--- src/rtl/rgb_to_hsv_converter_unit_assert.svh ---
// Assertion macros shared by the converter RTL.
`ifndef RGB_TO_HSV_CONVERTER_UNIT_ASSERT_SVH
`define RGB_TO_HSV_CONVERTER_UNIT_ASSERT_SVH

// Check a property on every rising clock edge outside reset.
`define RHC_ASSERT(lbl, prop, msg) \
  lbl: assert property (@(posedge clk_i) disable iff (!rst_ni) (prop)) else $error(msg);

// Check that a condition implies a consequence in the same cycle.
`define RHC_ASSERT_IMPL(lbl, ante, cons, msg) \
  `RHC_ASSERT(lbl, (ante) |-> (cons), msg)

`endif

--- src/rtl/rgb2hsv_pkg.sv ---
`timescale 1ns / 1ps

package rgb2hsv_pkg;

  localparam int CompBits = 8;
  localparam int HueBits  = 16;
  localparam int SatBits  = 8;

  localparam int DivBits    = CompBits + 3;
  localparam int NumBits    = CompBits + 4;
  localparam int SatNumBits = CompBits + SatBits;

  typedef struct packed {
    logic [CompBits-1:0] red;
    logic [CompBits-1:0] green;
    logic [CompBits-1:0] blue;
  } rgb_pix_t;

  typedef struct packed {
    logic [HueBits-1:0]  hue;
    logic [SatBits-1:0]  saturation;
    logic [CompBits-1:0] brightness;
  } hsv_pix_t;

endpackage

--- src/rtl/rgb_to_hsv_converter_unit.sv ---
`timescale 1ns / 1ps

// RGB to HSV pixel converter. One pixel request is taken on every clock
// in which start is high; busy is always low, so the block never holds
// off a request. Each result appears on hsv_o for exactly one cycle,
// marked by done_o, once the request has passed the input register, the
// operand stage and the divider stages. The two restoring dividers share
// one pipeline producing one hue quotient bit (and, in the first stages,
// one saturation quotient bit) per stage. Results leave in request order.
// Grey pixels return zero hue and saturation; brightness is the largest
// component.
module rgb_to_hsv_converter_unit (
  input  logic                  clk_i,
  input  logic                  rst_ni,
  input  logic                  start,
  output logic                  busy,
  input  rgb2hsv_pkg::rgb_pix_t pixel_i,
  output logic                  done_o,
  output rgb2hsv_pkg::hsv_pix_t hsv_o
);

`include "rgb_to_hsv_converter_unit_assert.svh"

  localparam int Cw  = rgb2hsv_pkg::CompBits;
  localparam int Hw  = rgb2hsv_pkg::HueBits;
  localparam int Sw  = rgb2hsv_pkg::SatBits;
  localparam int Dw  = rgb2hsv_pkg::DivBits;
  localparam int Nw  = rgb2hsv_pkg::NumBits;
  localparam int Snw = rgb2hsv_pkg::SatNumBits;

  // Input register.
  logic                  in_vld_q;
  rgb2hsv_pkg::rgb_pix_t in_q;

  assign busy = 1'b0;

  always_ff @(posedge clk_i or negedge rst_ni) begin
    if (!rst_ni) begin
      in_vld_q <= 1'b0;
    end else begin
      in_vld_q <= start & ~busy;
    end
  end

  always_ff @(posedge clk_i) begin
    if (start & ~busy) begin
      in_q <= pixel_i;
    end
  end

  // Prepare divider operands.
  logic [Cw-1:0]        hi_d, lo_d, delta_d;
  logic [Dw-1:0]        d6_d, num_d;
  logic [Snw-1:0]       snum_d;
  logic                 grey_d;
  logic signed [Nw-1:0] diff_s, base_s, sum_s;

  always_comb begin
    hi_d = (in_q.red > in_q.green) ? in_q.red : in_q.green;
    hi_d = (hi_d > in_q.blue) ? hi_d : in_q.blue;
    lo_d = (in_q.red < in_q.green) ? in_q.red : in_q.green;
    lo_d = (lo_d < in_q.blue) ? lo_d : in_q.blue;
    delta_d = hi_d - lo_d;
    grey_d  = (delta_d == '0);
    d6_d    = ({3'b000, delta_d} << 2) + ({3'b000, delta_d} << 1);
    snum_d  = {delta_d, {Sw{1'b0}}} - {{Sw{1'b0}}, delta_d};
    if (in_q.red == hi_d) begin
      base_s = '0;
      diff_s = $signed({4'b0000, in_q.green}) - $signed({4'b0000, in_q.blue});
    end else if (in_q.green == hi_d) begin
      base_s = $signed({4'b0000, delta_d} << 1);
      diff_s = $signed({4'b0000, in_q.blue}) - $signed({4'b0000, in_q.red});
    end else begin
      base_s = $signed({4'b0000, delta_d} << 2);
      diff_s = $signed({4'b0000, in_q.red}) - $signed({4'b0000, in_q.green});
    end
    sum_s = base_s + diff_s;
    if (sum_s < 0) begin
      sum_s = sum_s + $signed({1'b0, d6_d});
    end
    num_d = sum_s[Dw-1:0];
  end

  // Divider pipeline: stage 0 holds operands, stage Hw the finished quotients.
  logic [Hw:0]    vld_q;
  logic [Cw-1:0]  hi_q   [Hw+1];
  logic [Dw-1:0]  d6_q   [Hw+1];
  logic [Dw-1:0]  hrem_q [Hw+1];
  logic [Hw-1:0]  hq_q   [Hw+1];
  logic [Snw-1:0] srem_q [Hw+1];
  logic [Sw-1:0]  sq_q   [Hw+1];
  logic [Hw:0]    grey_q;

  always_ff @(posedge clk_i or negedge rst_ni) begin
    if (!rst_ni) begin
      vld_q <= '0;
    end else begin
      vld_q <= {vld_q[Hw-1:0], in_vld_q};
    end
  end

  always_ff @(posedge clk_i) begin
    hi_q[0]   <= hi_d;
    d6_q[0]   <= d6_d;
    hrem_q[0] <= num_d;
    hq_q[0]   <= '0;
    srem_q[0] <= snum_d;
    sq_q[0]   <= '0;
    grey_q[0] <= grey_d;
  end

  for (genvar k = 0; k < Hw; k++) begin : g_div
    logic [Dw:0]    hrem2;
    logic           hge;
    logic [Snw-1:0] sdiv;
    logic           sge;

    assign hrem2 = {hrem_q[k], 1'b0};
    assign hge   = (hrem2 >= {1'b0, d6_q[k]});

    if (k < Sw) begin : g_sat
      assign sdiv = {{Sw{1'b0}}, hi_q[k]} << (Sw - 1 - k);
      assign sge  = (srem_q[k] >= sdiv);
    end else begin : g_sat_idle
      assign sdiv = '0;
      assign sge  = 1'b0;
    end

    always_ff @(posedge clk_i) begin
      hi_q[k+1]   <= hi_q[k];
      d6_q[k+1]   <= d6_q[k];
      grey_q[k+1] <= grey_q[k];
      hrem_q[k+1] <= hge ? Dw'(hrem2 - {1'b0, d6_q[k]}) : hrem2[Dw-1:0];
      hq_q[k+1]   <= {hq_q[k][Hw-2:0], hge};
      if (k < Sw) begin
        srem_q[k+1] <= sge ? (srem_q[k] - sdiv) : srem_q[k];
        sq_q[k+1]   <= {sq_q[k][Sw-2:0], sge};
      end else begin
        srem_q[k+1] <= srem_q[k];
        sq_q[k+1]   <= sq_q[k];
      end
    end
  end

  assign done_o           = vld_q[Hw];
  assign hsv_o.hue        = grey_q[Hw] ? '0 : hq_q[Hw];
  assign hsv_o.saturation = grey_q[Hw] ? '0 : sq_q[Hw];
  assign hsv_o.brightness = hi_q[Hw];

  `RHC_ASSERT_IMPL(a_latency, done_o, $past(start & ~busy, Hw + 2), "result without request")
  `RHC_ASSERT_IMPL(a_value, done_o, hsv_o.brightness == $past(hi_d, Hw + 1), "brightness mismatch")
  `RHC_ASSERT(a_never_busy, busy == 1'b0, "busy raised")

endmodule

--- config.mk ---
export PLATFORM = sky130hd
export DESIGN_NAME = rgb_to_hsv_converter_unit
export DESIGN_NICKNAME = d
export VERILOG_FILES = /design/src/rtl/rgb2hsv_pkg.sv /design/src/rtl/rgb_to_hsv_converter_unit.sv
export VERILOG_INCLUDE_DIRS = /design/src /design/src/rtl
export SDC_FILE = /design/constraint.sdc
export NUM_CORES = 1
export LEC_CHECK = 0
export BUFFER_PORTS_ARGS = -buffer_cell sky130_fd_sc_hd__buf_2
export CAP_MARGIN = 20
export CORE_UTILIZATION = 35
export DETAILED_ROUTE_END_ITERATION = 16
export PLACE_DENSITY = 0.49
export SLEW_MARGIN = 20
export SYNTH_ARGS = -nofsm -noshare
export SYNTH_HDL_FRONTEND = slang
export SYNTH_SLANG_ARGS = --single-unit
--- constraint.sdc ---
create_clock -name clk_i -period 8.5 [get_ports clk_i]
set_input_delay 0.85 -clock clk_i [delete_from_list [all_inputs] [get_ports clk_i]]
set_output_delay 0.85 -clock clk_i [all_outputs]
set_load 0.02 [all_outputs]
# ---- Yosys cells after proc, flatten, opt, wreduce, memory -nomap -nowiden
# Memories as Yosys holds them, arrays and structs flattened.
# Cells that the tools add are included.
dict set report totals {
  register_bits 59
  ram_bits 1190
  inputBits 27
  output_inout_bits 34
  elab_cells 127
  memories 6
}
dict set report classes {
  add_sub_neg 32
  n_lt_le_gt_ge 29
  n_eq_ne 2
  mux 35
  reduce_logical 1
}
# name depth width read_ports rd_ports_with_merged_regs wr line_no
set memory_table {}
lappend memory_table {hq_q 17 16 17 0 17 rgb_to_hsv_converter_unit.sv:89} ;# logic [Hw-1:0] hq_q [Hw+1];
lappend memory_table {srem_q 17 16 16 0 17 rgb_to_hsv_converter_unit.sv:90} ;# logic [Snw-1:0] srem_q [Hw+1];
lappend memory_table {d6_q 17 11 16 0 17 rgb_to_hsv_converter_unit.sv:87} ;# logic [Dw-1:0] d6_q [Hw+1];
lappend memory_table {hrem_q 17 11 16 0 17 rgb_to_hsv_converter_unit.sv:88} ;# logic [Dw-1:0] hrem_q [Hw+1];
lappend memory_table {hi_q 17 8 17 0 17 rgb_to_hsv_converter_unit.sv:86} ;# logic [Cw-1:0] hi_q [Hw+1];
lappend memory_table {sq_q 17 8 17 0 17 rgb_to_hsv_converter_unit.sv:91} ;# logic [Sw-1:0] sq_q [Hw+1];
# op count
set ops {}
lappend ops {{$ge A12 B11 Y1} 16}
lappend ops {{$mux W11} 17}
lappend ops {{$sub A11 B11 Y11} 16}
lappend ops {{$mux W16} 9}
lappend ops {{$mux W8} 5}
lappend ops {{$mux W12} 3}
lappend ops {{$sub A16 B8 Y16} 2}
lappend ops {{$sub A8 B8 Y9} 3}
lappend ops {{$eq A8 B8 Y1} 2}
lappend ops {{$ge A16 B10 Y1} 1}
lappend ops {{$ge A16 B11 Y1} 1}
lappend ops {{$ge A16 B12 Y1} 1}
lappend ops {{$ge A16 B13 Y1} 1}
lappend ops {{$ge A16 B14 Y1} 1}
lappend ops {{$ge A16 B15 Y1} 1}
lappend ops {{$ge A16 B8 Y1} 1}
lappend ops {{$ge A16 B9 Y1} 1}
lappend ops {{$gt A8 B8 Y1} 2}
lappend ops {{$lt A8 B8 Y1} 2}
lappend ops {{$sub A16 B10 Y16} 1}
lappend ops {{$sub A16 B11 Y16} 1}
lappend ops {{$sub A16 B12 Y16} 1}
lappend ops {{$sub A16 B13 Y16} 1}
lappend ops {{$sub A16 B14 Y16} 1}
lappend ops {{9 further kinds} 9}

# ---- Longest topological paths before layout
# Gate-level depths: netlist of run 1.
dict set report logic_depth {
  word_depth 10
  mapped_depth 42
  depth_no_buf 39
}

# ---- Worst setup path before layout of run 1
# Ideal clock, no wire load.
dict set report synth_path {
  kind {register to register}
  start {register in_q[10] in the netlist's numbering}
  end {memory hrem_q[0][9] in the netlist's numbering}
  setup_time_ps 129
  t_arrival_ps 7756
  t_required_ps 8371
  path_slack_ps 615
  path_stages_with_launch 36
  n_path_buf 2
  synth_period_minus_slack_ps 7885
  cell_sequence {edfxtp_1 > inv_1 > ha_1 > a21oi_2 > a211oi_2 > o31ai_2 > mux2i_1 > inv_2 > ha_1 > nand3_1 > o21bai_1 > and4b_1 > nor2_1 > clkbuf_1 > clkbuf_1 > mux2_2 > ha_1 > a21oi_1 > a211oi_1 > mux2i_1 > mux2i_1 > nand3_2 > inv_1 > o22ai_1 > ha_1 > nand2_1 > o21ai_0 > xor2_1 > ha_1 > a21oi_1 > o21ai_0 > xor2_1 > or2_2 > a211o_1 > o41ai_1 > nor3_1}
}
# element line_no
set synth_rtl {}
lappend synth_rtl {{from (decl)} rgb_to_hsv_converter_unit.sv:33} ;# rgb2hsv_pkg::rgb_pix_t in_q;
lappend synth_rtl {{from (signal assigned)} rgb_to_hsv_converter_unit.sv:47} ;# in_q <= pixel_i;
lappend synth_rtl {{to (decl)} rgb_to_hsv_converter_unit.sv:88}

==> results of run 1 <==
[flip-flops by register name, indices dropped and copies added, names as in the netlist]
| name | flops |
|---|---|
| grey_q | 17 |
| vld_q | 17 |
| hq_q | 136 |
| in_q | 24 |
| d6_q | 150 |
| hrem_q | 161 |
| hi_q | 136 |
| sq_q | 100 |
| srem_q | 123 |
| in_vld_q | 1 |
[cell usage after synthesis (24+ instances only)]
cell type,number,area share (%)
nand2_1,171,1.8
o211ai_1,25,0.54
mux2_2,119,3.9
nor3_1,32,0.46
a21o_1,43,0.93
a21oi_1,149,2.1
nor2_1,226,2.4
ha_1,305,11
nand3_1,59,0.85
a21boi_0,61,1.3
a211oi_1,28,0.60
nor2b_1,79,1.4
dfxtp_1,823,47
nand4_1,49,0.88
xor2_1,55,1.4
o21ai_0,171,2.5
nand2b_1,46,0.83
xnor2_1,124,3.1
mux2i_1,34,0.98
inv_1,433,4.7
edfxtp_1,24,2.1
clkbuf_1,30,0.32
fa_1,29,1.7
[metal layers]
metal	part of all wire, %	up-vias	wire length, microns	track usage (%)
met5	0	-	0	0
met4	2.4	0	1740	4.96
met3	4.0	109	2890	2.53
met2	46	382	33000	24.2
met1	47	10300	33800	18.6
li1	-	11900	-	-
[final timing paths]
path                            slack, ns            to       start
worst min-delay path                  0.1      vld_q[0]      rst_ni
worst max register to register       0.41  hrem_q[0][9]    in_q[15]
max in group asynchronous            8.10     vld_q[11]      rst_ni
worst max-delay path                 0.41  hrem_q[0][9]    in_q[15]
worst min register to register       0.29   sq_q[6][11]  sq_q[6][3]
min in group clk_i                   0.29   sq_q[6][11]  sq_q[6][3]
[through the flow]
stage | setup slack [ns] | TNS (ns)
after global routing | -0.0598 | -0.105
after detailed placement | 0.0438 | 0
final | 0.412 | 0
after CTS | 0.102 | 0
after global placement | 0.0880 | 0
after floorplan | 0.615 | 0
[layout make-up]
type / count / area, sq um
fillers: 9552 / 57800
flip-flops and latches: 865 / 17600
multi-input cells: 2039 / 15400
clock buffers: 121 / 2590
inverters: 435 / 1640
well taps: 1287 / 1610
repair buffers: 136 / 873
clock inverters: 49 / 773
[cells by family after synthesis]
family | share of synthesized area, %
AO/OA/AOI/OAI | 11.6
XOR/XNOR | 4.50
adder cells (fa/ha/maj) | 12.6
buffers and inverters | 5.18
flip-flops | 50.7
multiplexers | 4.87
other | 0.0108
AND/OR/NAND/NOR | 10.4
[repair_timing]
action,in CTS,in global routing
buffers inserted,0,10
gates resized for setup,1,21
setup endpoints to repair,1,9
pin swaps,0,5
gates cloned,0,1
hold buffers,0,0
==> impl_metrics.csv, run 1 <==
group,metric,value,unit
cts,clkLatencyLatePin,0.68,ns
run,cap_violations,0,
finish,final_area,40600,sq um
finish,layout_common_cells,"823 x dfxtp_1, 433 x inv_1, 305 x ha_1",
floorplanning,die_area,101000,sq um
outcome,status,"completed",
worst_setup_path,cp_num_cells,31,
yosys,synth_edf_count,24,
yosys,postSynthCellCount,3376,
worst_setup_path,worst-path-buf-inv,5,
yosys,ys.warnings.count,0,
finish,drive_above_1_share,12.3,%
yosys,yosysSeqAreaShare,50.7,%
timing,finalSetupViolations,0,
placement,gp_congestion,0.906,
global_routing,antenna_found_initial,2,
yosys,ys_ff_latch,865,
routing,routedWlPerCell,14.5,microns
cts,cts.sinks,865,
cts,cts_buffers,92,
cts,clk_pin_slew,0.06,ns
routing,detail_route.first_pass.iterations,5,
yosys,syn_avg_cell_area,10.3,sq um
worst_setup_path,cp.arrival,8.62,ns
floorplanning,core,98400,sq um
cts,cts_root_buf,"clkbuf_16",
yosys,synth.distinct_cells,85,
cts,ctsHtreeMaxLevel,3,
floorplanning,start_util,35.4,%
yosys,syn-num-nets,3737,
routing,ant_nets,0,
worst_setup_path,crit_fanout,10,
routing,via_per_inst,4.59,
worst_setup_path,crit_path_end_kind,"flop",
routing,vias,22700,
global_routing,grt_pass1_wl,116,mm
finish,area_delta_synth_final,16.6,%
floorplanning,die_h,317,microns
timing,period_share,95.2,%
worst_setup_path,cp_top_family,"compound AO/OA/AOI/OAI gates",
timing,whs,0.0985,ns
routing,routed_wl,71.4,mm
worst_setup_path,worstRegToRegCells,31,
cts,clk_path_buf_depth,3,
yosys,synthArstFlopShare,2.08,%
global_routing,grt_use_total,14.4,%
finish,post_layout_nonfiller_instances,4932,
worst_setup_path,crit_path_start_kind,"flop",
finish,final_common_cell,"dfxtp_1",
worst_setup_path,path_common_cell,"ha_1",
finish,fin_nets,3930,
timing,min_period,8.09,ns
yosys,yosys_most_used_dff,"dfxtp_1",
placement,port_buffers,59,
timing,hold_viol_final,0,
global_routing,grt_pass1_vias,22600,
placement,place_inst,4751,
finish,final_core_util,41.2,%
placement,hpwl,54.5,mm
timing,slew_headroom,46.5,%
worst_setup_path,slowest_stage,"edfxtp_1",
routing,dr.first_iter.drc_count,1096,
timing,fmax,0.124,GHz
timing,clock_skew,0.0714,ns
timing,report.final.slew_viol_count,0,
global_routing,grt_overflow_total,0,
timing,worst_pin_slew,0.791,ns
worst_setup_path,cp_slowest_stage_delay,0.45,ns
floorplanning,std_cell_rows,115,
yosys,synthesis.area,34800,sq um
floorplanning,die_x,317,microns
worst_setup_path,criticalPathCategory,"flop to flop",
cts,cts_tree,"done",
finish,diodes,0,
placement,placed_area,37000,sq um
global_routing,grt_max_degree,33,
routing,drc,0,
floorplanning,pin_count,61,
worst_setup_path,required,9.03,ns
min_path,holdCritPathClass,"input pin to asynchronous set/reset pin",
Power of run 1 is left out: the tool's default activity adds up to more than one toggle a clock period on the data nets, which glitch-free logic cannot reach.
==> inputs of run 2 (changes only) <==
- CORE_ASPECT_RATIO: default -> 1.4
- CTS_CLUSTER_SIZE: default -> 28
- SETUP_SLACK_MARGIN: default -> 0.5
==> impl_metrics.csv, run 2 (synthesis results as in run 1) <==
group,metric,value,unit
worst_setup_path,cp_num_cells,40,
worst_setup_path,worstRegToRegCells,40,
global_routing,grt_overflow_total,0,
floorplanning,pin_count,61,
timing,slew_headroom,54.9,%
worst_setup_path,cp_top_family,"simple AND/OR/NAND/NOR gates",
cts,ctsHtreeMaxLevel,3,
cts,clk_pin_slew,0.07,ns
finish,fin_nets,3992,
timing,rsz0062_at_grt,"true",
timing,period_share,92.2,%
floorplanning,start_util,35.4,%
timing,clock_skew,0.0309,ns
finish,diodes,0,
timing,worst_pin_slew,0.674,ns
floorplanning,std_cell_rows,136,
worst_setup_path,cp_slowest_stage_delay,0.52,ns
worst_setup_path,crit_path_end_kind,"flop",
floorplanning,die_h,375,microns
floorplanning,core,98400,sq um
routing,drc,0,
timing,fmax,0.128,GHz
routing,ant_nets,0,
worst_setup_path,criticalPathCategory,"flop to flop",
cts,cts.sinks,865,
worst_setup_path,path_common_cell,"ha_4",
cts,cts_root_buf,"clkbuf_16",
timing,report.final.slew_viol_count,0,
global_routing,grt_pass1_wl,122,mm
placement,place_ws,0.293,ns
routing,vias,23200,
worst_setup_path,crit_path_start_kind,"flop",
worst_setup_path,crit_fanout,4,
placement,hpwl,59.1,mm
floorplanning,die_area,101000,sq um
timing,finalSetupViolations,0,
routing,via_per_inst,4.63,
timing,hold_viol_final,0,
cts,cts_buffers,87,
worst_setup_path,r2r_end,"hrem_q[0][9]",
placement,gp_congestion,0.889,
worst_setup_path,rrSetupSlack,0.66,ns
finish,num-fill-cells,9615,
worst_setup_path,slowest_stage,"or4_4",
global_routing,antenna_found_initial,0,
finish,layout_common_cells,"822 x dfxtp_1, 426 x inv_1, 291 x ha_1",
worst_setup_path,reg2reg_from,"in_q[10]",
timing,min_period,7.84,ns
finish,largestRegisters,"hrem_q (161), d6_q (150)",
global_routing,grt_use_total,15.4,%
cts,clk_path_buf_depth,3,
finish,final_common_cell,"dfxtp_1",
timing,setup_tns,0,ns
global_routing,grt_pass1_vias,23600,
outcome,status,"completed",
routing,detail_route.first_pass.iterations,5,
min_path,holdCritPathClass,"input pin to asynchronous set/reset pin",
routing,routed_wl,76.8,mm
worst_setup_path,cp.arrival,8.36,ns
worst_setup_path,worst-path-buf-inv,8,
floorplanning,die_x,269,microns
routing,dr.first_iter.drc_count,976,
finish,largest_reg_flops,161,
finish,max_flop_register,"hrem_q",
worst_setup_path,required,9.02,ns
routing,routedWlPerCell,15.3,microns
finish,area_delta_synth_final,18.4,%
placement,port_buffers,59,
timing,layout_setup_ws,0.663,ns
cts,cts_tree,"done",
global_routing,grt_max_degree,42,
run,cap_violations,0,
finish,drive_above_1_share,15.3,%
cts,clkLatencyLatePin,0.67,ns
==> run 2: area by class of cell <==
| cell class | instances | area [sq um] | area share [%] |
|---|---|---|---|
| clock buffer | 112 | 2430 | 5.91 |
| clock inverter | 46 | 577 | 1.40 |
| inverter | 435 | 1640 | 3.98 |
| multi-input combinational | 2038 | 15800 | 38.4 |
| sequential | 865 | 17600 | 42.8 |
| tap | 1311 | 1640 | 3.98 |
| timing repair buffer | 204 | 1420 | 3.45 |
==> run 2: stage by stage <==
stage                     utilization (%)  cells  hold slack (ns)  instance area [sq um]
after floorplan                         -   3376            0.310                  34800
after global placement               37.9   4807            0.310                  37300
after detailed placement             37.9   4807            0.312                  37300
after CTS                            41.2   4974           0.0521                  40500
after global routing                 41.9   5011           0.0946                  41200
final                                41.9   5011            0.103                  41200
==> run 2: what timing repair did <==
| item | CTS | global route |
|---|---|---|
| gates resized for setup | 19 | 95 |
| setup buffers | 9 | 35 |
| endpoints found under the setup margin | 5 | 10 |
| hold buffers | 0 | 0 |
| pin swaps | 6 | 43 |
| cloned | 0 | 2 |
==> run 2: how the worst max path moves through the flow <==
stage	start	slack [ns]	to
after CTS	in_q[10]	0.51	hrem_q[0][9]
after detailed placement	in_q[10]	0.29	hrem_q[0][10]
after floorplan	in_q[10]	0.62	hrem_q[0][9]
after global placement	in_q[15]	0.38	hrem_q[0][9]
final	in_q[10]	0.66	hrem_q[0][9]
after global routing	in_q[12]	0.29	hrem_q[0][9]
==> run 2: metal layers <==
| layer | up-vias | wire (microns) | track usage [%] |
|---|---|---|---|
| met3 | 164 | 2280 | 2.48 |
| met2 | 305 | 41500 | 29.7 |
| met1 | 10800 | 29300 | 15.4 |
| met4 | 0 | 3740 | 7.94 |
| li1 | 12000 | - | - |
| met5 | - | 0 | 0 |
==> run 2: worst register-to-register path, delay by kind of cell, from the launching register on <==
family	cells	cell delay (ns)
buffers and inverters	8	0.89
XOR/XNOR	1	0.18
multiplexers	3	0.41
adder cells (fa/ha/maj)	5	1.36
AND/OR/NAND/NOR	13	2.83
flip-flops	1	0.41
AO/OA/AOI/OAI	10	1.59
Power of run 2 is left out for the same reason.
